--- config.mk ---
export PLATFORM = sky130hd
export DESIGN_NAME = ucf_out_reg
export DESIGN_NICKNAME = d
export VERILOG_FILES = /design/src/rtl/ucf_pkg.sv /design/src/rtl/ucf_out_reg.sv
export SDC_FILE = /design/constraint.sdc
export NUM_CORES = 1
export LEC_CHECK = 0
export ABC_AREA = 1
export ABC_CLOCK_PERIOD_IN_PS = 800
export CELL_PAD_IN_SITES_DETAIL_PLACEMENT = 0
export CELL_PAD_IN_SITES_GLOBAL_PLACEMENT = 2
export CORE_AREA = 10 10 90 53
export CTS_BUF_LIST = sky130_fd_sc_hd__clkbuf_16
export DETAILED_ROUTE_END_ITERATION = 8
export DIE_AREA = 0 0 100 63
export DONT_BUFFER_PORTS = 1
export PLACE_DENSITY = 0.6
export SLEW_MARGIN = 10
export SYNTH_ARGS = -nofsm -noshare
export SYNTH_HDL_FRONTEND = slang
export SYNTH_SLANG_ARGS = --single-unit
--- constraint.sdc ---
create_clock -name clk -period 0.8 [get_ports clk]
set_input_delay 0.12 -clock clk [delete_from_list [all_inputs] [get_ports clk]]
set_output_delay 0.12 -clock clk [all_outputs]
set_load 0.005 [all_outputs]
--- src/rtl/ucf_pkg.sv ---
// ----------------------------------------------------------------------------
// ucf_pkg
// shared types, constants and decode helpers for the utf-8 new code point
// filter
// ----------------------------------------------------------------------------
package ucf_pkg;

    // seen bitmap geometry (word width is a power of two)
    localparam int SEEN_WORD_WIDTH = 64;
    localparam int CP_SPACE_INT    = 32'h0011_0000;
    localparam int SEEN_DEPTH      = (CP_SPACE_INT + SEEN_WORD_WIDTH - 1) / SEEN_WORD_WIDTH;
    localparam int BIT_W           = $clog2(SEEN_WORD_WIDTH);
    localparam int ADDR_W          = $clog2(SEEN_DEPTH);

    localparam logic [20:0] CP_LIMIT = 21'h11_0000;
    localparam logic [20:0] CP_MIN   = 21'h00_0080;

    // lead byte ranges
    localparam logic [7:0] LEAD2_MIN = 8'hc2;
    localparam logic [7:0] LEAD2_MAX = 8'hdf;
    localparam logic [7:0] LEAD3_MIN = 8'he0;
    localparam logic [7:0] LEAD3_MAX = 8'hef;
    localparam logic [7:0] LEAD4_MIN = 8'hf0;
    localparam logic [7:0] LEAD4_MAX = 8'hf4;

    // special leads that narrow the second byte
    localparam logic [7:0] LEAD_E0   = 8'he0;
    localparam logic [7:0] LEAD_ED   = 8'hed;
    localparam logic [7:0] LEAD_F0   = 8'hf0;
    localparam logic [7:0] LEAD_F4   = 8'hf4;
    localparam logic [7:0] CONT_A0   = 8'ha0;
    localparam logic [7:0] CONT_90   = 8'h90;
    localparam logic [7:0] CONT_MASK = 8'hc0;
    localparam logic [7:0] CONT_TAG  = 8'h80;

    // sequence lengths
    localparam logic [2:0] LEN_NONE = 3'd0;
    localparam logic [2:0] LEN_2    = 3'd2;
    localparam logic [2:0] LEN_3    = 3'd3;
    localparam logic [2:0] LEN_4    = 3'd4;

    // input kinds
    localparam logic KIND_BYTE  = 1'b0;
    localparam logic KIND_CLEAR = 1'b1;

    typedef logic [ADDR_W-1:0]          addr_t;
    typedef logic [SEEN_WORD_WIDTH-1:0] seen_word_t;
    typedef logic [BIT_W-1:0]           bit_idx_t;

    // decoded code point from the front end
    typedef struct packed {
        logic        done;
        logic [20:0] cp;
        logic [2:0]  len;
    } dec_t;

    // lookup stage result toward the output register
    typedef struct packed {
        logic        fresh;
        logic [20:0] cp;
        logic [2:0]  len;
    } res_t;

    function automatic logic [2:0] lead_len(input logic [7:0] b);
        logic [2:0] len;
        len = LEN_NONE;
        if (b >= LEAD2_MIN && b <= LEAD2_MAX)
        begin
            len = LEN_2;
        end
        else if (b >= LEAD3_MIN && b <= LEAD3_MAX)
        begin
            len = LEN_3;
        end
        else if (b >= LEAD4_MIN && b <= LEAD4_MAX)
        begin
            len = LEN_4;
        end
        return len;
    endfunction

    function automatic logic [20:0] assemble(input logic [31:0] v, input logic [2:0] len);
        logic [20:0] cp;
        unique case (len)
            LEN_2:   cp = {10'b0, v[12:8], v[5:0]};
            LEN_3:   cp = {5'b0, v[19:16], v[13:8], v[5:0]};
            default: cp = {v[26:24], v[21:16], v[13:8], v[5:0]};
        endcase
        return cp;
    endfunction

endpackage

--- src/rtl/ucf_out_reg.sv ---
// ----------------------------------------------------------------------------
// ucf_out_reg
// output register holding one result word until the consumer takes it
// ----------------------------------------------------------------------------
module ucf_out_reg
(
    input  logic           clk,
    input  logic           rst_n,
    input  logic           load,
    input  ucf_pkg::res_t  res,
    input  logic           out_stall,
    output logic           free,
    output logic           out_valid,
    output logic [20:0]    codepoint,
    output logic [2:0]     seq_length
);

    logic        valid_reg;
    logic [20:0] cp_reg;
    logic [2:0]  len_reg;

    assign free       = !valid_reg || !out_stall;
    assign out_valid  = valid_reg;
    assign codepoint  = cp_reg;
    assign seq_length = len_reg;

    always_ff @(posedge clk)
    begin
        if (load)
        begin
            cp_reg  <= res.cp;
            len_reg <= res.len;
        end
    end

    always_ff @(posedge clk or negedge rst_n)
    begin
        if (!rst_n)
        begin
            valid_reg <= 1'b0;
        end
        else if (load)
        begin
            valid_reg <= 1'b1;
        end
        else if (!out_stall)
        begin
            valid_reg <= 1'b0;
        end
    end

endmodule

---- Word-level counts from Yosys, hierarchy flattened ----
Index checks and enable logic that the tools add are counted.
W data, S select, Z words.
storage, ports and cells
  flip-flop bits (word level) ............. 25
  input bits .............................. 29
  output and inout port bits .............. 26
  word-level logic and storage cells ...... 9
operators by class
  eq/ne operators ......................... 1
  multiplexer cells ....................... 2
  reductions and logical operators ........ 3
operators by type and width
  kind                  count
  $logic_not A1 Y1      2
  $mux W1               2
  $ne A2 B2 Y1 const B  1
  $logic_or A1 B1 Y1    1

---- Logic depth before layout (Yosys ltp) ----
Gate-level depths: netlist of run 1.
  depth after elaboration ................. 2
  gate-level depth with buffers ........... 2
  mapped depth without buffers ............ 2

---- Worst setup path before layout of run 1 ----
No wires, ideal clock.
  path type ............................... flip-flop to flip-flop
  from .................................... reg, netlist name out_valid
  to ...................................... reg valid_reg, in the netlist out_valid
  setup time .............................. 116 ps
  arrival ................................. 494 ps
  data required time ...................... 684 ps
  path slack .............................. 190 ps
  stages on the path, launching flop included .. 3
  path buffers ............................ 0
  period minus slack after synthesis ...... 610 ps
  cell sequence ........................... dfrtp_1 -> nand2_2 -> nand2_2
RTL lines
  what                  line               source
  to (signal assigned)  ucf_out_reg.sv:40  valid_reg <= 1'b0;
  to (signal assigned)  ucf_out_reg.sv:44  valid_reg <= 1'b1;
  to (signal assigned)  ucf_out_reg.sv:48  valid_reg <= 1'b0;
  to (decl)             ucf_out_reg.sv:18  logic valid_reg;

---- Worst setup path after layout of run 1 ----
  from .................................... reg valid_reg, in the netlist out_valid
  to ...................................... out free
between the ends
  longest elaborated chain between the ends .. 2
ends and longest elaborated chain
  what                line               source
  $logic_not A1 Y1    ucf_out_reg.sv:22  assign free = !valid_reg || !out_stall;
  $logic_or A1 B1 Y1  ucf_out_reg.sv:22
  to (decl)           ucf_out_reg.sv:12  output logic free,
Every way passes these cells.

==> results of run 1 <==
-- repair_timing --
| item | CTS | global route |
|---|---|---|
| setup endpoints to repair | 7 | 15 |
| hold endpoints to repair | 50 | 24 |
| pin swaps | 0 | 0 |
| gates cloned | 0 | 0 |
-- logic make-up (layout without fill, tap and decap cells) --
family	Yosys count	after routing	synth area share, %
flip-flops	25	25	97.86
buffers and inverters	1	31	0.4921
AND/OR/NAND/NOR	2	2	1.642
-- layout make-up --
cell class	count	area share, %
clock buffer	3	6.486
tap	42	4.541
inverter	1	0.3243
timing repair buffer	26	22.49
sequential	25	64.43
multi-input combinational	2	1.081
clock inverter	1	0.6486
-- registers in the layout, summed over array words and instances, names as in the netlist --
register / flops
codepoint: 21
out_valid: 1
seq_length: 3
-- where the power goes --
| part | switching, uW | total (uW) | internal [uW] |
|---|---|---|---|
| Sequential | 65.3 | 1620 | 1550 |
| Combinational | 23.6 | 111 | 87.2 |
| Clock | 407 | 1080 | 677 |
| Total | 496 | 2810 | 2320 |
-- stage by stage --
step           power, uW  utilization (%)
6_report            2815            35.65
2_1_floorplan       1626                -
4_1_cts             2869            35.65
5_1_grt             2928            35.65
3_3_place_gp        1662            25.09
3_5_place_dp        1664            25.09
-- layer usage --
layer  wire length (um)  global-route usage, %  part of all wire [%]  up-vias
met5                  0                      0                     0        -
met4                 50                  4.211                   2.5        0
met3                 93                  2.318                   4.7        4
met2               1202                  11.98                    61       15
met1                616                  5.172                    31      184
li1                   -                      -                     -      167
-- cells in the final DEF, fill, tap and decap left out --
cell type | Yosys | final
clkbuf_16 | 0 | 3
edfxtp_1 | 24 | 24
nand2_2 | 2 | 2
dlygate4sd3_1 | 0 | 26
dfrtp_1 | 1 | 1
clkinvlp_4 | 0 | 1
inv_1 | 1 | 1
-- worst paths after layout --
kind                                            start                 endpoint  slack (ns)  cells after the start
worst max-delay path            out_valid$_DFFE_PN0P_                     free       -0.07                      1
worst min-delay path                             load  codepoint[17]$_DFFE_PP_       -0.03                      0
worst max register to register  out_valid$_DFFE_PN0P_    out_valid$_DFFE_PN0P_        0.15                      2
worst min register to register  out_valid$_DFFE_PN0P_    out_valid$_DFFE_PN0P_        0.55                      2
max in group asynchronous                       rst_n    out_valid$_DFFE_PN0P_        0.62                      1
min in group asynchronous                       rst_n    out_valid$_DFFE_PN0P_        0.08                      1
==> results.cfg, run 1 <==
[place]
place_inst = 70
io_buffers = 0
gp_congestion = 0.5785
place_ws_ns = 0.1464
placed_cell_area_sq_um = 814.5

[global_route]
antenna_found_initial = 0
grt_pass1_wl_mm = 2.739
grt_pass1_vias = 413
grt_max_degree = 26
grt_usage_pct = 6.246
gr-total-overflow = 0

[timing]
max_freq_ghz = 1.149
slew_headroom_pct = 92.18
period_minus_slack_ns = 0.8704
setup_viol_count_final = 1
rsz0062_at_grt = yes
worst_pin_slew_ns = 0.1173
skew_ns = 0
setup_slack_ns = -0.07044
maxSlewViolCount = 0
finalCritPeriodShare_pct = 108.8
finalHoldViolations = 24
finalSetupTns_ns = -0.07044
hold_slack_ns = -0.02531

[worst_setup_path]
critPathMaxFanout = 2
cpPeakStageDelay_ns = 0.40
crit_path_end_kind = primary output
cp.arrival_ns = 0.75
criticalPathCategory = reg -> out
path_cells = nand2_2
critPathLaunchType = register
crit_path_top_delay_cell = dfrtp_1
path_buf_inv = 0
cp.required_ns = 0.68
crit_family = flip-flops

[clock_network]
clk_latency_ns = 0.25
clk_path_buf_depth = 2
htreeDepth = 1
clockRootBuffer = clkbuf_16
cts_setup_buffers = 0
cts.clk_slew.worst_paths_ns = 0.06
cts_inserted_buffers = 3
ctsResizeCount = 0
clkSinkCount = 25
ctsHoldBuffers = 26
cts_tree = built

[synthesis]
synth_top_area_cell = edfxtp_1
ys_seq_area_share_pct = 97.87
synth.area.top_cells = edfxtp_1 (95%), dfrtp_1 (3.3%), nand2_2 (1.6%), inv_1 (0.49%)
syn_area_sq_um = 762.0
syn_avg_cell_area_sq_um = 27.21
synth_edf_count = 24
ys.flop_type = edfxtp_1
yosysTopAreaCellShare_pct = 94.58
syn_nets = 57
synthTopCellsByCount = edfxtp_1 (24), nand2_2 (2), dfrtp_1 (1), inv_1 (1)
syn_inst = 28
ys_ff_latch = 25
synth.distinct_cells = 4
ys.warnings.count = 0
synth.most_common_cell = edfxtp_1
async_flop_share_pct = 4.000

[routing]
post-route-drc-count = 0
drt_first_pass_iters = 2
wl_mm = 1.963
vias = 370
first_iter_violations = 46
ant_nets = 0
routed_via_density = 3.700
wl_per_cell_um = 19.63

[die]
initial_core_util_pct = 23.47
std_cell_rows = 15
fp.coreArea_sq_mm = 0.003247
fp.dieW_um = 100
die_area_sq_mm = 0.006300
ioPinCount = 55
fp.dieH_um = 63

[power_and_ir_drop]
cellPowerDensity_mw_per_mm2 = 2432
irDropWorstVdd_mv = 0.9776
power_leakage_uw = 0.0004026

[final_layout]
fin_nets = 88
final_layout_size_suffix_gt1_share_pct = 10.34
instances_no_fill = 100
multi_input_area_sq_um = 12.51
regArea_sq_um = 745.7
diodes = 0
final_area_sq_mm = 0.001157
area_growth_pct = 51.89
fillers = 298

[hold_path]
holdCritPathClass = in -> reg

[job]
maxCapViolCount = 0

[run_status]
status = finished with violations
violations = hold timing, setup timing
Note: power is estimated with default switching activity, not from simulation.
==> run 2: changes to the inputs <==
Settings changed: RECOVER_POWER set to 25, SETUP_SLACK_MARGIN set to 0.3, TNS_END_PERCENT set to 10.
==> run 2 against run 1 <==
  * The run still ends with hold timing, setup timing left
  * Die area stayed put
  * Critical path depth stayed put
  * Register-to-register slack hardly changed
  * Design area is 22% lower
  * Clock skew stayed put
  * Sequential power hardly changed
  * Critical path type unchanged
==> results.cfg, run 2 (synthesized netlist as in run 1, its figures left out) <==
[global_route]
antenna_found_initial = 0
grt_pass1_vias = 306
grt_usage_pct = 5.383
gr-total-overflow = 0
grt_max_degree = 26
grt_pass1_wl_mm = 2.277

[final_layout]
fin_nets = 63
final_layout_size_suffix_gt1_share_pct = 18.18
diodes = 0
area_growth_pct = 19.05
mostFrequentLayoutCell = edfxtp_1
final_cell_mix = edfxtp_1 (24), clkbuf_16 (3), nand2_2 (2)
fin_util_pct = 27.94
largest_reg_flops = 21

[worst_setup_path]
critPathMaxFanout = 2
cp.arrival_ns = 0.75
crit_path_end_kind = primary output
crit_path_top_delay_cell = dfrtp_1
path_buf_inv = 0
critPathLaunchType = register
criticalPathCategory = reg -> out
cp.required_ns = 0.68
path_cells = nand2_2
crit_family = flip-flops
cpPeakStageDelay_ns = 0.40

[run_status]
violations = hold timing, setup timing
status = finished with violations

[timing]
hold_slack_ns = -0.04301
period_minus_slack_ns = 0.8723
finalHoldViolations = 49
setup_slack_ns = -0.07231
setup_viol_count_final = 1
finalCritPeriodShare_pct = 109.0
max_freq_ghz = 1.146
slew_headroom_pct = 92.18
worst_pin_slew_ns = 0.1173
skew_ns = 0
rsz0062_at_grt = yes
maxSlewViolCount = 0

[die]
fp.coreArea_sq_mm = 0.003247
initial_core_util_pct = 23.47
fp.dieH_um = 63
ioPinCount = 55
fp.dieW_um = 100
std_cell_rows = 15
die_area_sq_mm = 0.006300

[clock_network]
clockRootBuffer = clkbuf_16
cts_inserted_buffers = 3
cts.clk_slew.worst_paths_ns = 0.06
htreeDepth = 1
ctsResizeCount = 0
ctsHoldBuffers = 1
clk_latency_ns = 0.25
cts_setup_buffers = 0
clk_path_buf_depth = 2
cts_tree = built
clkSinkCount = 25

[routing]
ant_nets = 0
post-route-drc-count = 0
wl_per_cell_um = 23.56
first_iter_violations = 29
routed_via_density = 3.587
vias = 269
drt_first_pass_iters = 2
wl_mm = 1.767

[power_and_ir_drop]
irDropWorstVdd_mv = 0.9205
power_leakage_uw = 0.0002982
cellPowerDensity_mw_per_mm2 = 2995

[place]
gp_congestion = 0.5785
io_buffers = 0

[hold_path]
holdCritPathClass = in -> reg

[job]
maxCapViolCount = 0
run 2: changes by cell type in the layout (fill, tap and decap cells not counted), sizes merged:
cell,delta
dlygate4sd3,-25
run 2: worst paths after layout:
kind | from | endpoint | slack (ns) | depth (start not counted)
worst max-delay path | out_valid$_DFFE_PN0P_ | free | -0.07 | 1
worst min-delay path | res[0] | seq_length[0]$_DFFE_PP_ | -0.04 | 0
worst max register to register | out_valid$_DFFE_PN0P_ | out_valid$_DFFE_PN0P_ | 0.15 | 2
worst min register to register | out_valid$_DFFE_PN0P_ | out_valid$_DFFE_PN0P_ | 0.56 | 2
max in group asynchronous | rst_n | out_valid$_DFFE_PN0P_ | 0.62 | 1
min in group asynchronous | rst_n | out_valid$_DFFE_PN0P_ | 0.08 | 1
run 2: repair_timing:
action,in CTS,in global routing
pin swaps,0,1
setup endpoints to repair,27,27
hold endpoints to repair,50,49
run 2: through the flow:
stage	cells	total power [uW]	setup TNS, ns	worst slack (ns)	area [sq um]
floorplan	28	1626	0	0.1898	762.0
finish	75	2717	-0.07231	-0.07231	907.1
global placement	70	1662	0	0.1506	814.5
CTS	75	2770	-0.1256	-0.08890	907.1
global route	75	2825	-0.2553	-0.1003	907.1
detailed placement	70	1664	0	0.1464	814.5
run 2: layer usage:
layer  vias up  GRT usage, %  part of all wire (%)
met5         -             0                     0
met2        15         10.53                    62
met4         0         4.211                   2.8
met1       132         3.576                    28
li1        118             -                     -
met3         4         2.870                   7.1
run 2: layout make-up:
cell class	count	area, sq um
fillers	315	2340
flip-flops and latches	25	745.7
clock buffers	3	75.07
well taps	42	52.55
multi-input cells	2	12.51
repair buffers	1	10.01
clock inverters	1	7.507
inverters	1	3.754
run 2: report_power, final:
| group | internal (uW) | switching [uW] | total, uW | leakage (uW) |
|---|---|---|---|---|
| clock | 677 | 409 | 1090 | 0.0000371 |
| combinational | 6.37 | 6.08 | 12.4 | 0.0000155 |
| sequential | 1560 | 64.2 | 1620 | 0.000246 |
| total | 2240 | 479 | 2720 | 0.000298 |
==> run 3: changes to the inputs <==
Settings changed: MAX_ROUTING_LAYER set to met4.
==> run 3 against run 2 <==
  * The flow still finishes with violations (hold timing, setup timing)
  * Non-clock buffer count unchanged
  * Maximum frequency about the same
  * Total power about the same
  * Largest cell class unchanged
==> results.cfg, run 3 (synthesized netlist as in run 1, its figures left out) <==
[run_status]
status = finished with violations
violations = hold timing, setup timing

[clock_network]
clockRootBuffer = clkbuf_16
clkSinkCount = 25
cts_tree = built
ctsResizeCount = 0
htreeDepth = 1
cts_inserted_buffers = 3
cts_setup_buffers = 0
clk_path_buf_depth = 2
clk_latency_ns = 0.25
ctsHoldBuffers = 1
cts.clk_slew.worst_paths_ns = 0.06

[worst_setup_path]
path_buf_inv = 0
crit_path_top_delay_cell = dfrtp_1
crit_path_end_kind = primary output
cp.required_ns = 0.68
cpPeakStageDelay_ns = 0.40
reg2reg_from = out_valid$_DFFE_PN0P_
crit_family = flip-flops
rrSetupSlack_ns = 0.15
rr_endpoint = out_valid$_DFFE_PN0P_
criticalPathCategory = reg -> out
critPathMaxFanout = 2
critPathLaunchType = register
reg2regPathDepth = 2
cp.arrival_ns = 0.75
path_cells = nand2_2

[die]
fp.dieW_um = 100
initial_core_util_pct = 23.47
fp.dieH_um = 63
die_area_sq_mm = 0.006300
ioPinCount = 55
std_cell_rows = 15
fp.coreArea_sq_mm = 0.003247

[final_layout]
fin_nets = 63
final_layout_size_suffix_gt1_share_pct = 18.18
area_growth_pct = 19.05
final_cell_mix = edfxtp_1 (24), clkbuf_16 (3), nand2_2 (2)
mostFrequentLayoutCell = edfxtp_1
largest_reg_flops = 21
diodes = 0

[hold_path]
hold_end = codepoint[18]$_DFFE_PP_
holdPathStages = 0
hp-start = res[21]
holdCritPathClass = in -> reg

[timing]
finalCritPeriodShare_pct = 109.0
slew_headroom_pct = 92.18
skew_ns = 0
setup_viol_count_final = 1
worst_pin_slew_ns = 0.1173
setup_slack_ns = -0.07215
finalHoldViolations = 49
hold_slack_ns = -0.04255
finalSetupTns_ns = -0.07215
max_freq_ghz = 1.147
rsz0062_at_grt = yes
maxSlewViolCount = 0
period_minus_slack_ns = 0.8722

[power_and_ir_drop]
irDropWorstVdd_mv = 0.9197
power_leakage_uw = 0.0002982
cellPowerDensity_mw_per_mm2 = 2993

[routing]
drt_first_pass_iters = 2
wl_mm = 1.777
wl_per_cell_um = 23.69
vias = 274
ant_nets = 0
routed_via_density = 3.653
first_iter_violations = 26
post-route-drc-count = 0

[global_route]
grt_pass1_wl_mm = 2.277
grt_max_degree = 26
grt_usage_pct = 5.553
grt_pass1_vias = 310
gr-total-overflow = 0
antenna_found_initial = 0

[place]
place_ws_ns = 0.1464
gp_congestion = 0.5815
io_buffers = 0

[job]
maxCapViolCount = 0
-- run 3: routing by layer --
| metal | vias up | GRT usage [%] | share of wire, % |
|---|---|---|---|
| met3 | 4 | 2.208 | 5.4 |
| met5 | - | - | 0 |
| met1 | 137 | 4.023 | 30 |
| met2 | 15 | 10.53 | 62 |
| met4 | 0 | 4.211 | 2.8 |
| li1 | 118 | - | - |
-- run 3: per-stage QoR --
stage,hold WS [ns],utilization (%),std cells,cell area (sq um),power (uW)
finish,-0.04255,27.94,75,907.1,2715
floorplan,-0.1756,-,28,762.0,1626
global placement,-0.1755,25.09,70,814.5,1662
detailed placement,-0.1755,25.09,70,814.5,1664
global route,-0.05422,27.94,75,907.1,2825
CTS,-0.04850,27.94,75,907.1,2770
-- run 3: layout make-up --
cell class              count  area [sq um]
fillers                   315          2340
flip-flops and latches     25         745.7
clock buffers               3         75.07
well taps                  42         52.55
multi-input cells           2         12.51
repair buffers              1         10.01
clock inverters             1         7.507
inverters                   1         3.754
-- run 3: worst max path at each step --
stage	start	end	slack [ns]	cells past startpoint
global route	out_valid$_DFFE_PN0P_	free	-0.10	1
CTS	out_valid$_DFFE_PN0P_	free	-0.09	1
finish	out_valid$_DFFE_PN0P_	free	-0.07	1
floorplan	out_valid$_DFFE_PN0P_	out_valid$_DFFE_PN0P_	0.19	2
detailed placement	out_valid$_DFFE_PN0P_	out_valid$_DFFE_PN0P_	0.15	2
global placement	out_valid$_DFFE_PN0P_	out_valid$_DFFE_PN0P_	0.15	2
-- run 3: report_power, final --
part           total (uW)  internal (uW)  leakage (uW)  switching (uW)
clock network        1080            677     0.0000371             406
logic                12.5           6.37     0.0000155            6.08
registers            1620           1560      0.000246            64.7
total                2720           2240      0.000298             477
-- run 3: repair_timing --
item,in CTS,in global routing
pin swaps,0,1
endpoints found under the setup margin,27,27
hold endpoints to repair,50,49
