File: src/rtl/ucf_pkg.sv
// ----------------------------------------------------------------------------
// ucf_pkg
// shared types, constants and decode helpers for the utf-8 new code point
// filter
// ----------------------------------------------------------------------------
package ucf_pkg;

    // seen bitmap geometry (word width is a power of two)
    localparam int SEEN_WORD_WIDTH = 64;
    localparam int CP_SPACE_INT    = 32'h0011_0000;
    localparam int SEEN_DEPTH      = (CP_SPACE_INT + SEEN_WORD_WIDTH - 1) / SEEN_WORD_WIDTH;
    localparam int BIT_W           = $clog2(SEEN_WORD_WIDTH);
    localparam int ADDR_W          = $clog2(SEEN_DEPTH);

    localparam logic [20:0] CP_LIMIT = 21'h11_0000;
    localparam logic [20:0] CP_MIN   = 21'h00_0080;

    // lead byte ranges
    localparam logic [7:0] LEAD2_MIN = 8'hc2;
    localparam logic [7:0] LEAD2_MAX = 8'hdf;
    localparam logic [7:0] LEAD3_MIN = 8'he0;
    localparam logic [7:0] LEAD3_MAX = 8'hef;
    localparam logic [7:0] LEAD4_MIN = 8'hf0;
    localparam logic [7:0] LEAD4_MAX = 8'hf4;

    // special leads that narrow the second byte
    localparam logic [7:0] LEAD_E0   = 8'he0;
    localparam logic [7:0] LEAD_ED   = 8'hed;
    localparam logic [7:0] LEAD_F0   = 8'hf0;
    localparam logic [7:0] LEAD_F4   = 8'hf4;
    localparam logic [7:0] CONT_A0   = 8'ha0;
    localparam logic [7:0] CONT_90   = 8'h90;
    localparam logic [7:0] CONT_MASK = 8'hc0;
    localparam logic [7:0] CONT_TAG  = 8'h80;

    // sequence lengths
    localparam logic [2:0] LEN_NONE = 3'd0;
    localparam logic [2:0] LEN_2    = 3'd2;
    localparam logic [2:0] LEN_3    = 3'd3;
    localparam logic [2:0] LEN_4    = 3'd4;

    // input kinds
    localparam logic KIND_BYTE  = 1'b0;
    localparam logic KIND_CLEAR = 1'b1;

    typedef logic [ADDR_W-1:0]          addr_t;
    typedef logic [SEEN_WORD_WIDTH-1:0] seen_word_t;
    typedef logic [BIT_W-1:0]           bit_idx_t;

    // decoded code point from the front end
    typedef struct packed {
        logic        done;
        logic [20:0] cp;
        logic [2:0]  len;
    } dec_t;

    // lookup stage result toward the output register
    typedef struct packed {
        logic        fresh;
        logic [20:0] cp;
        logic [2:0]  len;
    } res_t;

    function automatic logic [2:0] lead_len(input logic [7:0] b);
        logic [2:0] len;
        len = LEN_NONE;
        if (b >= LEAD2_MIN && b <= LEAD2_MAX)
        begin
            len = LEN_2;
        end
        else if (b >= LEAD3_MIN && b <= LEAD3_MAX)
        begin
            len = LEN_3;
        end
        else if (b >= LEAD4_MIN && b <= LEAD4_MAX)
        begin
            len = LEN_4;
        end
        return len;
    endfunction

    function automatic logic [20:0] assemble(input logic [31:0] v, input logic [2:0] len);
        logic [20:0] cp;
        unique case (len)
            LEN_2:   cp = {10'b0, v[12:8], v[5:0]};
            LEN_3:   cp = {5'b0, v[19:16], v[13:8], v[5:0]};
            default: cp = {v[26:24], v[21:16], v[13:8], v[5:0]};
        endcase
        return cp;
    endfunction

endpackage

File: src/rtl/ucf_decoder.sv
// ----------------------------------------------------------------------------
// ucf_decoder
// strict utf-8 front end: holds the pending sequence, flags completed
// code points
// ----------------------------------------------------------------------------
module ucf_decoder
(
    input  logic           clk,
    input  logic           rst_n,
    input  logic           take,
    input  logic           clear,
    input  logic [7:0]     data_byte,
    input  logic           end_of_text,
    output ucf_pkg::dec_t  dec
);

    logic [23:0] pend_bytes_reg, pend_bytes_next;
    logic [1:0]  pend_cnt_reg, pend_cnt_next;
    logic [2:0]  exp_len_reg, exp_len_next;

    logic [7:0]  lead;
    logic        cont_ok;
    logic        narrow_bad;
    logic [2:0]  new_len;
    logic [2:0]  cnt_inc;
    logic [20:0] cp_full;

    assign lead    = pend_bytes_reg[7:0];
    assign new_len = ucf_pkg::lead_len(data_byte);
    assign cnt_inc = {1'b0, pend_cnt_reg} + 3'd1;
    assign cp_full = ucf_pkg::assemble({pend_bytes_reg, data_byte}, exp_len_reg);

    // second byte limits for overlong, surrogate and above-range forms
    assign narrow_bad = (pend_cnt_reg == 2'd1) &&
        ((lead == ucf_pkg::LEAD_E0 && data_byte <  ucf_pkg::CONT_A0) ||
         (lead == ucf_pkg::LEAD_ED && data_byte >= ucf_pkg::CONT_A0) ||
         (lead == ucf_pkg::LEAD_F0 && data_byte <  ucf_pkg::CONT_90) ||
         (lead == ucf_pkg::LEAD_F4 && data_byte >= ucf_pkg::CONT_90));

    assign cont_ok = ((data_byte & ucf_pkg::CONT_MASK) == ucf_pkg::CONT_TAG) && !narrow_bad;

    always_comb
    begin
        pend_bytes_next = pend_bytes_reg;
        pend_cnt_next   = pend_cnt_reg;
        exp_len_next    = exp_len_reg;
        dec.done        = 1'b0;
        dec.cp          = cp_full;
        dec.len         = exp_len_reg;

        if (exp_len_reg == ucf_pkg::LEN_NONE || !cont_ok)
        begin
            // idle or broken sequence: retry this byte as a lead
            if (new_len != ucf_pkg::LEN_NONE)
            begin
                pend_bytes_next = {16'b0, data_byte};
                pend_cnt_next   = 2'd1;
                exp_len_next    = new_len;
            end
            else
            begin
                pend_bytes_next = '0;
                pend_cnt_next   = '0;
                exp_len_next    = ucf_pkg::LEN_NONE;
            end
        end
        else if (cnt_inc >= exp_len_reg)
        begin
            pend_bytes_next = '0;
            pend_cnt_next   = '0;
            exp_len_next    = ucf_pkg::LEN_NONE;
            dec.done        = (cp_full >= ucf_pkg::CP_MIN) && (cp_full < ucf_pkg::CP_LIMIT);
        end
        else
        begin
            pend_bytes_next = {pend_bytes_reg[15:0], data_byte};
            pend_cnt_next   = cnt_inc[1:0];
        end

        // incomplete sequence at end of text is dropped
        if (end_of_text)
        begin
            pend_bytes_next = '0;
            pend_cnt_next   = '0;
            exp_len_next    = ucf_pkg::LEN_NONE;
        end
    end

    always_ff @(posedge clk or negedge rst_n)
    begin
        if (!rst_n)
        begin
            pend_bytes_reg <= '0;
            pend_cnt_reg   <= '0;
            exp_len_reg    <= ucf_pkg::LEN_NONE;
        end
        else if (clear)
        begin
            pend_bytes_reg <= '0;
            pend_cnt_reg   <= '0;
            exp_len_reg    <= ucf_pkg::LEN_NONE;
        end
        else if (take)
        begin
            pend_bytes_reg <= pend_bytes_next;
            pend_cnt_reg   <= pend_cnt_next;
            exp_len_reg    <= exp_len_next;
        end
    end

endmodule

File: config.mk
export PLATFORM = sky130hd
export DESIGN_NAME = ucf_decoder
export DESIGN_NICKNAME = d
export VERILOG_FILES = /design/src/rtl/ucf_pkg.sv /design/src/rtl/ucf_decoder.sv
export SDC_FILE = /design/constraint.sdc
export NUM_CORES = 1
export LEC_CHECK = 0
export ABC_AREA = 1
export BUFFER_PORTS_ARGS = -buffer_cell sky130_fd_sc_hd__buf_2
export CELL_PAD_IN_SITES_DETAIL_PLACEMENT = 0
export CELL_PAD_IN_SITES_GLOBAL_PLACEMENT = 1
export CORE_MARGIN = 8
export CORE_UTILIZATION = 36
export DETAILED_ROUTE_END_ITERATION = 8
export PLACE_DENSITY_LB_ADDON = 0.1
export SYNTH_ARGS = -nofsm -noshare
export SYNTH_HDL_FRONTEND = slang
export SYNTH_SLANG_ARGS = --single-unit
File: constraint.sdc
create_clock -name clk -period 2.2 [get_ports clk]
set_input_delay 0.55 -clock clk [delete_from_list [all_inputs] [get_ports clk]]
set_output_delay 0.55 -clock clk [all_outputs]
set_load 0.02 [all_outputs]
* After elaboration in Yosys (flattened, before gate mapping)
Cells that the tools add are included.
Storage, ports and cells: logic and storage cells 70, register bits 24, input port bits 13
Cells by class: magnitude comparators 13, add/subtract/negate cells 1, muxes and demuxes 24, eq/ne operators 8, reductions and logical operators 21
Operators with widths (number):
- $mux W19 | 5
- $pmux W21 S2 | 1
- $ge A8 B8 Y1 const B | 5
- $eq A8 B8 Y1 const B | 4
- $mux W3 | 9
- $le A8 B8 Y1 const B | 3
- $ge A21 B8 Y1 const B | 1
- $lt A21 B21 Y1 const B | 1
- $lt A8 B8 Y1 const B | 2
- $logic_and A1 B1 Y1 | 10
- $mux W2 | 5
- $mux W8 | 1
- $eq A3 B2 Y1 const B | 2
- $logic_or A1 B1 Y1 | 4
- $reduce_bool A4 Y1 | 1
- $add A2 B1 Y3 const B | 1
- $ge A3 B3 Y1 | 1
- $logic_not A3 Y1 | 1
- $mux W1 | 3
- $reduce_bool A3 Y1 | 1
- $eq A2 B1 Y1 const B | 1
- $eq A2 B2 Y1 const B | 1
- $logic_not A1 Y1 | 2
- $reduce_and A2 Y1 | 1
- $reduce_bool A2 Y1 | 1

* Depth between registers and ports, before layout
Gate-level depths: netlist (run 1).
depth in word-level cells 14, mapped depth 11

* Least setup slack after synthesis (run 1)
Ideal clock, no wire load.
path type reg2out, start register pend_cnt_reg[0], end output dec[24] (netlist bit), setup slack -86 ps, arrival 1736 ps, cell stages (with the launch flop) 8, data required time 1650 ps, cell sequence dfrtp_1 -> ha_1 -> inv_1 -> ha_1 -> nand3b_1 -> nand3_1 -> nand3_1 -> nor2_1
RTL lines:
- start, declared | RTL line ucf_decoder.sv:18 | logic [1:0] pend_cnt_reg, pend_cnt_next;
- start signal, assigned | RTL line ucf_decoder.sv:106 | pend_cnt_reg <= pend_cnt_next;
- end, declared | RTL line ucf_decoder.sv:14 | output ucf_pkg::dec_t dec

==> metrics.cfg, run 1 <==
[final_layout]
drive_gt1_share_pct=28.09
diodes=0
nFillCells=437
largest_reg_flops=17
final_cell_area_sq_mm=0.001923
area_growth_pct=28.40
layout.nets=286

[synth]
ys_ff_latch=22
synth_nets=245
ys.flop_type=dfrtp_1
yosysMostFrequentCell=nand2_1
synthArstFlopShare_pct=100.0
postSynthAreaPerCell_sq_um=6.598
synth_edf_count=0
synth_top_area_share_pct=36.76
syn_inst=227
yosys.area.top_type=dfrtp_1
ys_seq_area_share_pct=36.76
synth_area_sq_mm=0.001498
yosys-top-cells-count=nand2_1 (74), inv_1 (32), nor2_1 (29)
synth.distinct_cells=21
synth.area.top_cells=dfrtp_1 (37%), nand2_1 (19%), inv_1 (8.0%), nor2_1 (7.3%), nand3_1 (6.7%)
synth_warnings=0

[power_and_ir_drop]
clockPowerShare_pct=41.6
p_leak_nw=1.080
power.internal_mw=0.6905
ir_drop_mv=0.2630
pwr-share-comb_pct=12.9
p_sw_share_pct=23.69
cellPowerDensity_mw_per_mm2=470.6
switchingPower_mw=0.2144
pwr-share-seq_pct=45.5

[setup_path]
r2r-end=pend_bytes_reg[13]$_DFFE_PN0P_
critPathArrivalTime_ns=1.82
crit_path_start_kind=flip-flop
r2r_slack_ns=0.08
path_max_fanout=3
worstPathRequired_ns=1.65
critPathLaunch=pend_cnt_reg[1]$_DFFE_PN0P_
reg2regPathDepth=12
reg2reg_from=pend_cnt_reg[1]$_DFFE_PN0P_
worstSetupEndpointType=output port
path_class=reg -> out

[sta]
layout_min_cycle_time_ns=2.367
setup_viol=1
worstMarginPinSlew_ns=0.5124
drv_slew=0
rsz0062_at_grt=true
fin_skew_ns=0.001914
finalWorstSetupSlack_ns=-0.1666
fmax_mhz=422.5
post-route-period-util_pct=107.6
maxSlewHeadroom_pct=65.84
hold_violations=0

[place]
pre_cts_ws_ns=-0.01730
placed_cell_area_sq_mm=0.001689
portBuffers=37
place.gp.congestion=0.7859
dp_hpwl_um=3040

[grt]
grt_pass1_wl_um=6686
grt_usage_pct=12.62
antenna_found_initial=0
grt.overflow.total=0
grt_max_degree=23
grt_pass1_vias=1440

[clocking]
cts_tree=built
cts_buffers=3
clkSinkCount=22
clockRootBuffer=clkbuf_8
clock_latency_ns=0.26
cts_max_path_buffers=2
h-tree-depth=1
cts_hold_buf=0
clkTransAtPathRegs_ns=0.08

[floorplan]
die_w_um=80.50
initial_core_util_pct=37.44
pin_count=38
core-area_sq_mm=0.004000
die_h_um=80.50
dieArea_sq_mm=0.006480
rows=23

[drt]
route.detailed.drc=0
routedWlPerCell_um=12.55
drtAntennaViolNets=0
dr.pass1.iters=4
via_per_inst=4.587
drt_iter0_drc=59
num_vias=1454
wl_um=3979

[min_path]
min-delay-path-class=in -> async

[flow_run]
maxCapViolCount=0

[status]
violations=setup timing
run_status=finished with violations

## worst max-delay path: stages, from the launching register on
cell,delay (ns)
dfrtp_1,0.40
inv_2,0.07
ha_4,0.28
inv_4,0.04
ha_4,0.26
nand3b_1,0.10
nand3_2,0.12
nand3_4,0.08
nor2_4,0.09
buf_6,0.12
## cell type report
cell class	count	area, sq um	area share, %
Multi-Input combinational cell	157	803.3	41.77
Tap cell	50	62.56	3.253
Clock inverter	1	30.03	1.561
Inverter	33	126.4	6.571
Timing Repair Buffer	51	309.0	16.07
Clock buffer	3	41.29	2.147
Sequential cell	22	550.5	28.63
## logic make-up after synthesis
logic type | count (synthesis) | synth area share (%)
AOI/OAI and AO/OA | 18 | 6.015
DFF | 22 | 36.76
adders and majority gates | 5 | 4.177
and+or+nand+nor | 134 | 37.68
buffers and inverters | 48 | 15.37
## metal layers
layer / GRT usage (%) / up-vias / part of all wire (%)
met2: 21.57 / 20 / 48
met5: 0 / - / 0
li1: - / 775 / -
met4: 2.182 / 0 / 0.78
met3: 2.121 / 4 / 3.3
met1: 16.25 / 655 / 48
## metrics by stage
stage	total power, mW	std cells	hold slack [ns]	utilization, %	TNS, ns
floorplan	0.4870	227	0.2544	-	0
global placement	0.5261	304	0.4649	42.23	0
detailed placement	0.5260	304	0.4664	42.23	-0.01730
CTS	0.9094	311	0.2715	45.36	-0.1678
global route	0.9442	317	0.2860	48.08	-0.2257
finish	0.9049	317	0.2498	48.08	-0.1666
## power by group through the flow
stage / sequential (mW) / combinational [mW] / clock (mW)
final: 0.411 / 0.117 / 0.376
after global routing: 0.412 / 0.131 / 0.400
after CTS: 0.411 / 0.111 / 0.387
after detailed placement: 0.419 / 0.107 / 0
after global placement: 0.419 / 0.107 / 0
after floorplan: 0.420 / 0.0673 / 0
## what timing repair did
item                       in CTS  in global routing
buffers inserted                3                  6
pin swaps                       4                  2
resized for setup               6                 13
hold endpoints to repair        0                  0
setup endpoints to repair       1                  7
## how the worst max path moves through the flow
stage,end,slack [ns],depth (start not counted)
finish,dec[24],-0.17,9
global placement,dec[24],0.05,8
global route,dec[24],-0.23,9
floorplan,dec[24],0.08,7
detailed placement,dec[24],-0.02,8
CTS,dec[24],-0.17,9
## cells in the final DEF (no fill, tap or decap), types with 2 or more instances in the layout
cell and instances:
nand2_1 72, buf_2 36, inv_1 29, nor2_1 27
dfrtp_1 22, nand3_1 17, buf_4 13, o21ai_1 10
o21ai_0 4, inv_2 3, nand2_2 3, nand3_2 3
nor3_1 3, a21oi_1 3, ha_4 3, clkbuf_8 3
nor2_2 2, nand3_4 2, nand4_1 2, ha_1 2
(Power assumes the default switching activity.)
==> run 2, diff against run 1 <==
==> constraint.sdc (replaced) <==
create_clock -name clk -period 2.2 [get_ports clk]
set_input_delay 0.66 -clock clk [delete_from_list [all_inputs] [get_ports clk]]
set_output_delay 0.66 -clock clk [all_outputs]
set_load 0.02 [all_outputs]
==> metrics.cfg, run 2 (synthesized netlist as in run 1, its figures left out) <==
[floorplan]
die_w_um=80.50
rows=23
core-area_sq_mm=0.004000
pin_count=38
dieArea_sq_mm=0.006480
die_h_um=80.50
initial_core_util_pct=37.44

[drt]
num_vias=1472
drtAntennaViolNets=0
wl_um=4155
routedWlPerCell_um=12.90
via_per_inst=4.571
route.detailed.drc=0
drt_iter0_drc=58
dr.pass1.iters=4

[setup_path]
path_cells=ha_4, inv_4, ha_4, nand3b_1, nand3_2, nand3_4, nor2_4, buf_6
reg2regPathDepth=12
reg2reg_from=pend_cnt_reg[0]$_DFFE_PN0P_
worstSetupEndpointType=output port
path_class=reg -> out
crit_family=adder cells
crit_path_start_kind=flip-flop
max_stage_delay_ns=0.44
r2r_slack_ns=0.15
path_max_fanout=3
worstPathRequired_ns=1.54
critPathArrivalTime_ns=1.82
path_buf_inv=2
slowest_stage=dfrtp_1
crit_top_cell=ha_4
r2r-end=pend_cnt_reg[0]$_DFFE_PN0P_

[sta]
fmax_mhz=403.6
setup_viol=1
worstMarginPinSlew_ns=0.5281
layout_min_cycle_time_ns=2.478
finalWorstSetupSlack_ns=-0.2779
drv_slew=0
hold_violations=0
rsz0062_at_grt=true
fin_skew_ns=0.005862
maxSlewHeadroom_pct=64.79
post-route-period-util_pct=112.6
finalHoldWorstSlack_ns=0.3597
finalSetupTns_ns=-0.2779

[final_layout]
diodes=0
layout.nets=291
largest_reg_flops=17
drive_gt1_share_pct=28.31
final_cell_mix=nand2_1 (73), buf_2 (36), inv_1 (31)
nFillCells=442
area_growth_pct=30.08
final_common_cell=nand2_1

[grt]
grt_pass1_wl_um=7051
antenna_found_initial=0
grt_usage_pct=13.69
grt_max_degree=23
grt_pass1_vias=1497
grt.overflow.total=0

[power_and_ir_drop]
p_leak_nw=1.097
ir_drop_mv=0.3072
cellPowerDensity_mw_per_mm2=473.1

[flow_run]
maxCapViolCount=0

[clocking]
cts_max_path_buffers=2
cts_tree=built
cts_buffers=3
clock_latency_ns=0.27
clockRootBuffer=clkbuf_8
clkTransAtPathRegs_ns=0.09
h-tree-depth=1
cts_hold_buf=0
clkSinkCount=22

[min_path]
min-delay-path-class=in -> async

[status]
violations=setup timing
run_status=finished with violations

[place]
portBuffers=37
place.gp.congestion=0.7698
dp_hpwl_um=3130

run 2: worst max-delay path by stage:
stage               cells after the start  slack (ns)                        start      end
finish                                  8       -0.28  pend_cnt_reg[0]$_DFFE_PN0P_  dec[24]
global route                            8       -0.37  pend_cnt_reg[0]$_DFFE_PN0P_  dec[24]
CTS                                     8       -0.28  pend_cnt_reg[0]$_DFFE_PN0P_  dec[24]
detailed placement                      8       -0.08  pend_cnt_reg[0]$_DFFE_PN0P_  dec[24]
global placement                        8       -0.04  pend_cnt_reg[0]$_DFFE_PN0P_  dec[24]
floorplan                               7        0.01  pend_cnt_reg[0]$_DFFE_PN0P_  dec[24]
run 2: timing repair:
| action | in CTS | in global routing |
|---|---|---|
| resized for setup | 7 | 6 |
| endpoints found under the hold margin | 0 | 0 |
| cloned | 0 | 1 |
| setup buffers | 10 | 1 |
| pin swaps | 6 | 7 |
| setup endpoints to repair | 4 | 15 |
run 2: power breakdown:
| part | internal [mW] | switching [mW] |
|---|---|---|
| Clock | 0.243 | 0.144 |
| Sequential | 0.407 | 0.00371 |
| Combinational | 0.0450 | 0.0788 |
| Total | 0.696 | 0.226 |
run 2: metrics by stage:
stage	total power [mW]	util (%)	cells	worst slack [ns]	cell area, sq um
after detailed placement	0.5308	43.54	310	-0.08042	1742
final	0.9216	48.70	322	-0.2779	1948
after floorplan	0.4876	-	227	0.01187	1518
after CTS	0.9307	48.01	324	-0.2791	1921
after global routing	0.9600	48.70	322	-0.3662	1948
after global placement	0.5303	43.54	310	-0.04171	1742
run 2: area by class of cell:
cell class / count / area, sq um / area share (%)
well taps: 50 / 62.56 / 3.211
inverters: 33 / 126.4 / 6.487
repair buffers: 55 / 326.6 / 16.76
flip-flops and latches: 22 / 550.5 / 28.26
clock buffers: 3 / 41.29 / 2.119
multi-input cells: 158 / 810.8 / 41.62
clock inverters: 1 / 30.03 / 1.541
run 2: layer usage:
metal | vias up | share of wire, % | wire [um] | track usage [%]
met5 | - | 0 | 0 | 0
met4 | 0 | 1.0 | 42 | 3.818
met3 | 4 | 4.0 | 168 | 2.232
met2 | 21 | 49 | 2029 | 24.54
met1 | 663 | 46 | 1914 | 16.18
li1 | 784 | - | - | -
==> run 3, diff against run 2 <==
Settings changed: CORE_UTILIZATION 36 to 39.
Clock period 2.2 ns to 3 ns, I/O delays scaled along.
==> metrics.cfg, run 3 (synthesized netlist as in run 1, its figures left out) <==
[clocking]
clkSinkCount=22
h-tree-depth=1
clockRootBuffer=clkbuf_8
clkTransAtPathRegs_ns=0.08
cts_max_path_buffers=2
cts_buffers=3
cts_tree=built
clock_latency_ns=0.26

[setup_path]
max_stage_delay_ns=0.42
crit_path_start_kind=flip-flop
worstSetupEndpointType=output port
worstPathRequired_ns=2.10
path_buf_inv=2
path_max_fanout=3
path_class=reg -> out
r2r_slack_ns=0.90
crit_family=adder cells
path_cells=ha_1, inv_1, ha_1, nand3b_1, nand3_2, nand3_2, nor2_1, buf_4
critPathArrivalTime_ns=1.92
slowest_stage=dfrtp_2

[floorplan]
pin_count=38
dieArea_sq_mm=0.006079
core-area_sq_mm=0.003689
die_h_um=77.97
die_w_um=77.97
rows=22
initial_core_util_pct=40.60

[final_layout]
layout.nets=275
regArea_sq_um=551.8
area_growth_pct=15.37
nFillCells=412
final_common_cell=nand2_1
final_cell_mix=nand2_1 (74), buf_2 (36), inv_1 (32)
diodes=0
largest_reg_flops=17
multi_input_area_sq_um=726.9
drive_gt1_share_pct=20.70
finalNonFillerCells=304

[sta]
finalHoldWorstSlack_ns=0.4851
post-route-period-util_pct=93.85
finalWorstSetupSlack_ns=0.1845
setup_viol=0
drv_slew=0
rsz0062_at_grt=false
maxSlewHeadroom_pct=66.39
worstMarginPinSlew_ns=0.5042
fmax_mhz=355.2
layout_min_cycle_time_ns=2.816
finalSetupTns_ns=0
fin_skew_ns=0.001068
hold_violations=0

[grt]
grt_pass1_wl_um=6354
grt_max_degree=23
grt_usage_pct=12.42
grt.overflow.total=0
grt_pass1_vias=1426
antenna_found_initial=0

[drt]
wl_um=3626
drtAntennaViolNets=0
route.detailed.drc=0
num_vias=1395
wl_met1_um=1795
wl_met3_um=105
routedWlPerCell_um=11.93
drt_iter0_drc=58
wl_met2_um=1712
via_per_inst=4.589
dr.max_layer_used=met4
dr.pass1.iters=4

[status]
run_status=finished clean

[place]
pre_cts_ws_ns=0.2791
place.gp.congestion=0.8140
dp.cells=299
dp_hpwl_um=2840
portBuffers=37

[flow_run]
maxCapViolCount=0

[power_and_ir_drop]
cellPowerDensity_mw_per_mm2=340.0
ir_drop_mv=0.2120
power.total_mw=0.5874
p_leak_nw=1.009

[min_path]
min-delay-path-class=reg -> reg

## run 3: worst reg2reg max path: cells and delay by family, from the launching register on
kind,cells,cell delay (ns)
buffers and inverters,1,0.05
flip-flops,1,0.42
adder cells (fa/ha/maj),2,0.57
AND/OR/NAND/NOR,7,0.98
## run 3: worst paths after layout
check                      cells after the start                            end                           from
min                                            2  pend_bytes_reg[7]$_DFFE_PN0P_  pend_bytes_reg[7]$_DFFE_PN0P_
min in group asynchronous                      1     exp_len_reg[2]$_DFFE_PN0P_                          rst_n
max reg2reg                                   10     exp_len_reg[2]$_DFFE_PN0P_    pend_cnt_reg[0]$_DFFE_PN0P_
min reg2reg                                    2  pend_bytes_reg[7]$_DFFE_PN0P_  pend_bytes_reg[7]$_DFFE_PN0P_
max in group asynchronous                      1    pend_cnt_reg[0]$_DFFE_PN0P_                          rst_n
max                                            8                        dec[24]    pend_cnt_reg[0]$_DFFE_PN0P_
## run 3: per-layer routing
| metal | up-vias | track usage, % |
|---|---|---|
| li1 | 753 | - |
| met1 | 622 | 16.38 |
| met2 | 18 | 20.55 |
| met3 | 2 | 2.189 |
| met4 | 0 | 2.778 |
| met5 | - | 0 |
## run 3: area by class of cell
cell class | count | area share, %
clock buffer | 4 | 3.186
inverter | 33 | 7.169
multi-input combinational | 157 | 42.07
sequential | 22 | 31.93
tap | 48 | 3.476
timing repair buffer | 40 | 12.17
## run 3: stage by stage
step	area [sq um]	utilization, %
after detailed placement	1652	44.78
after global routing	1728	46.85
after floorplan	1498	-
final	1728	46.85
after global placement	1652	44.78
after CTS	1707	46.27
## run 3: where the power goes
part	internal, mW	leakage [nW]	switching [mW]	total [mW]
logic	0.0226	0.676	0.0521	0.0747
clock network	0.117	0.0288	0.0943	0.211
registers	0.299	0.305	0.00291	0.302
total	0.438	1.01	0.149	0.587
## run 3: repair_timing
item	in CTS	in global routing
setup buffers	0	1
gates resized for setup	0	4
setup endpoints to repair	0	1
hold buffers	0	0
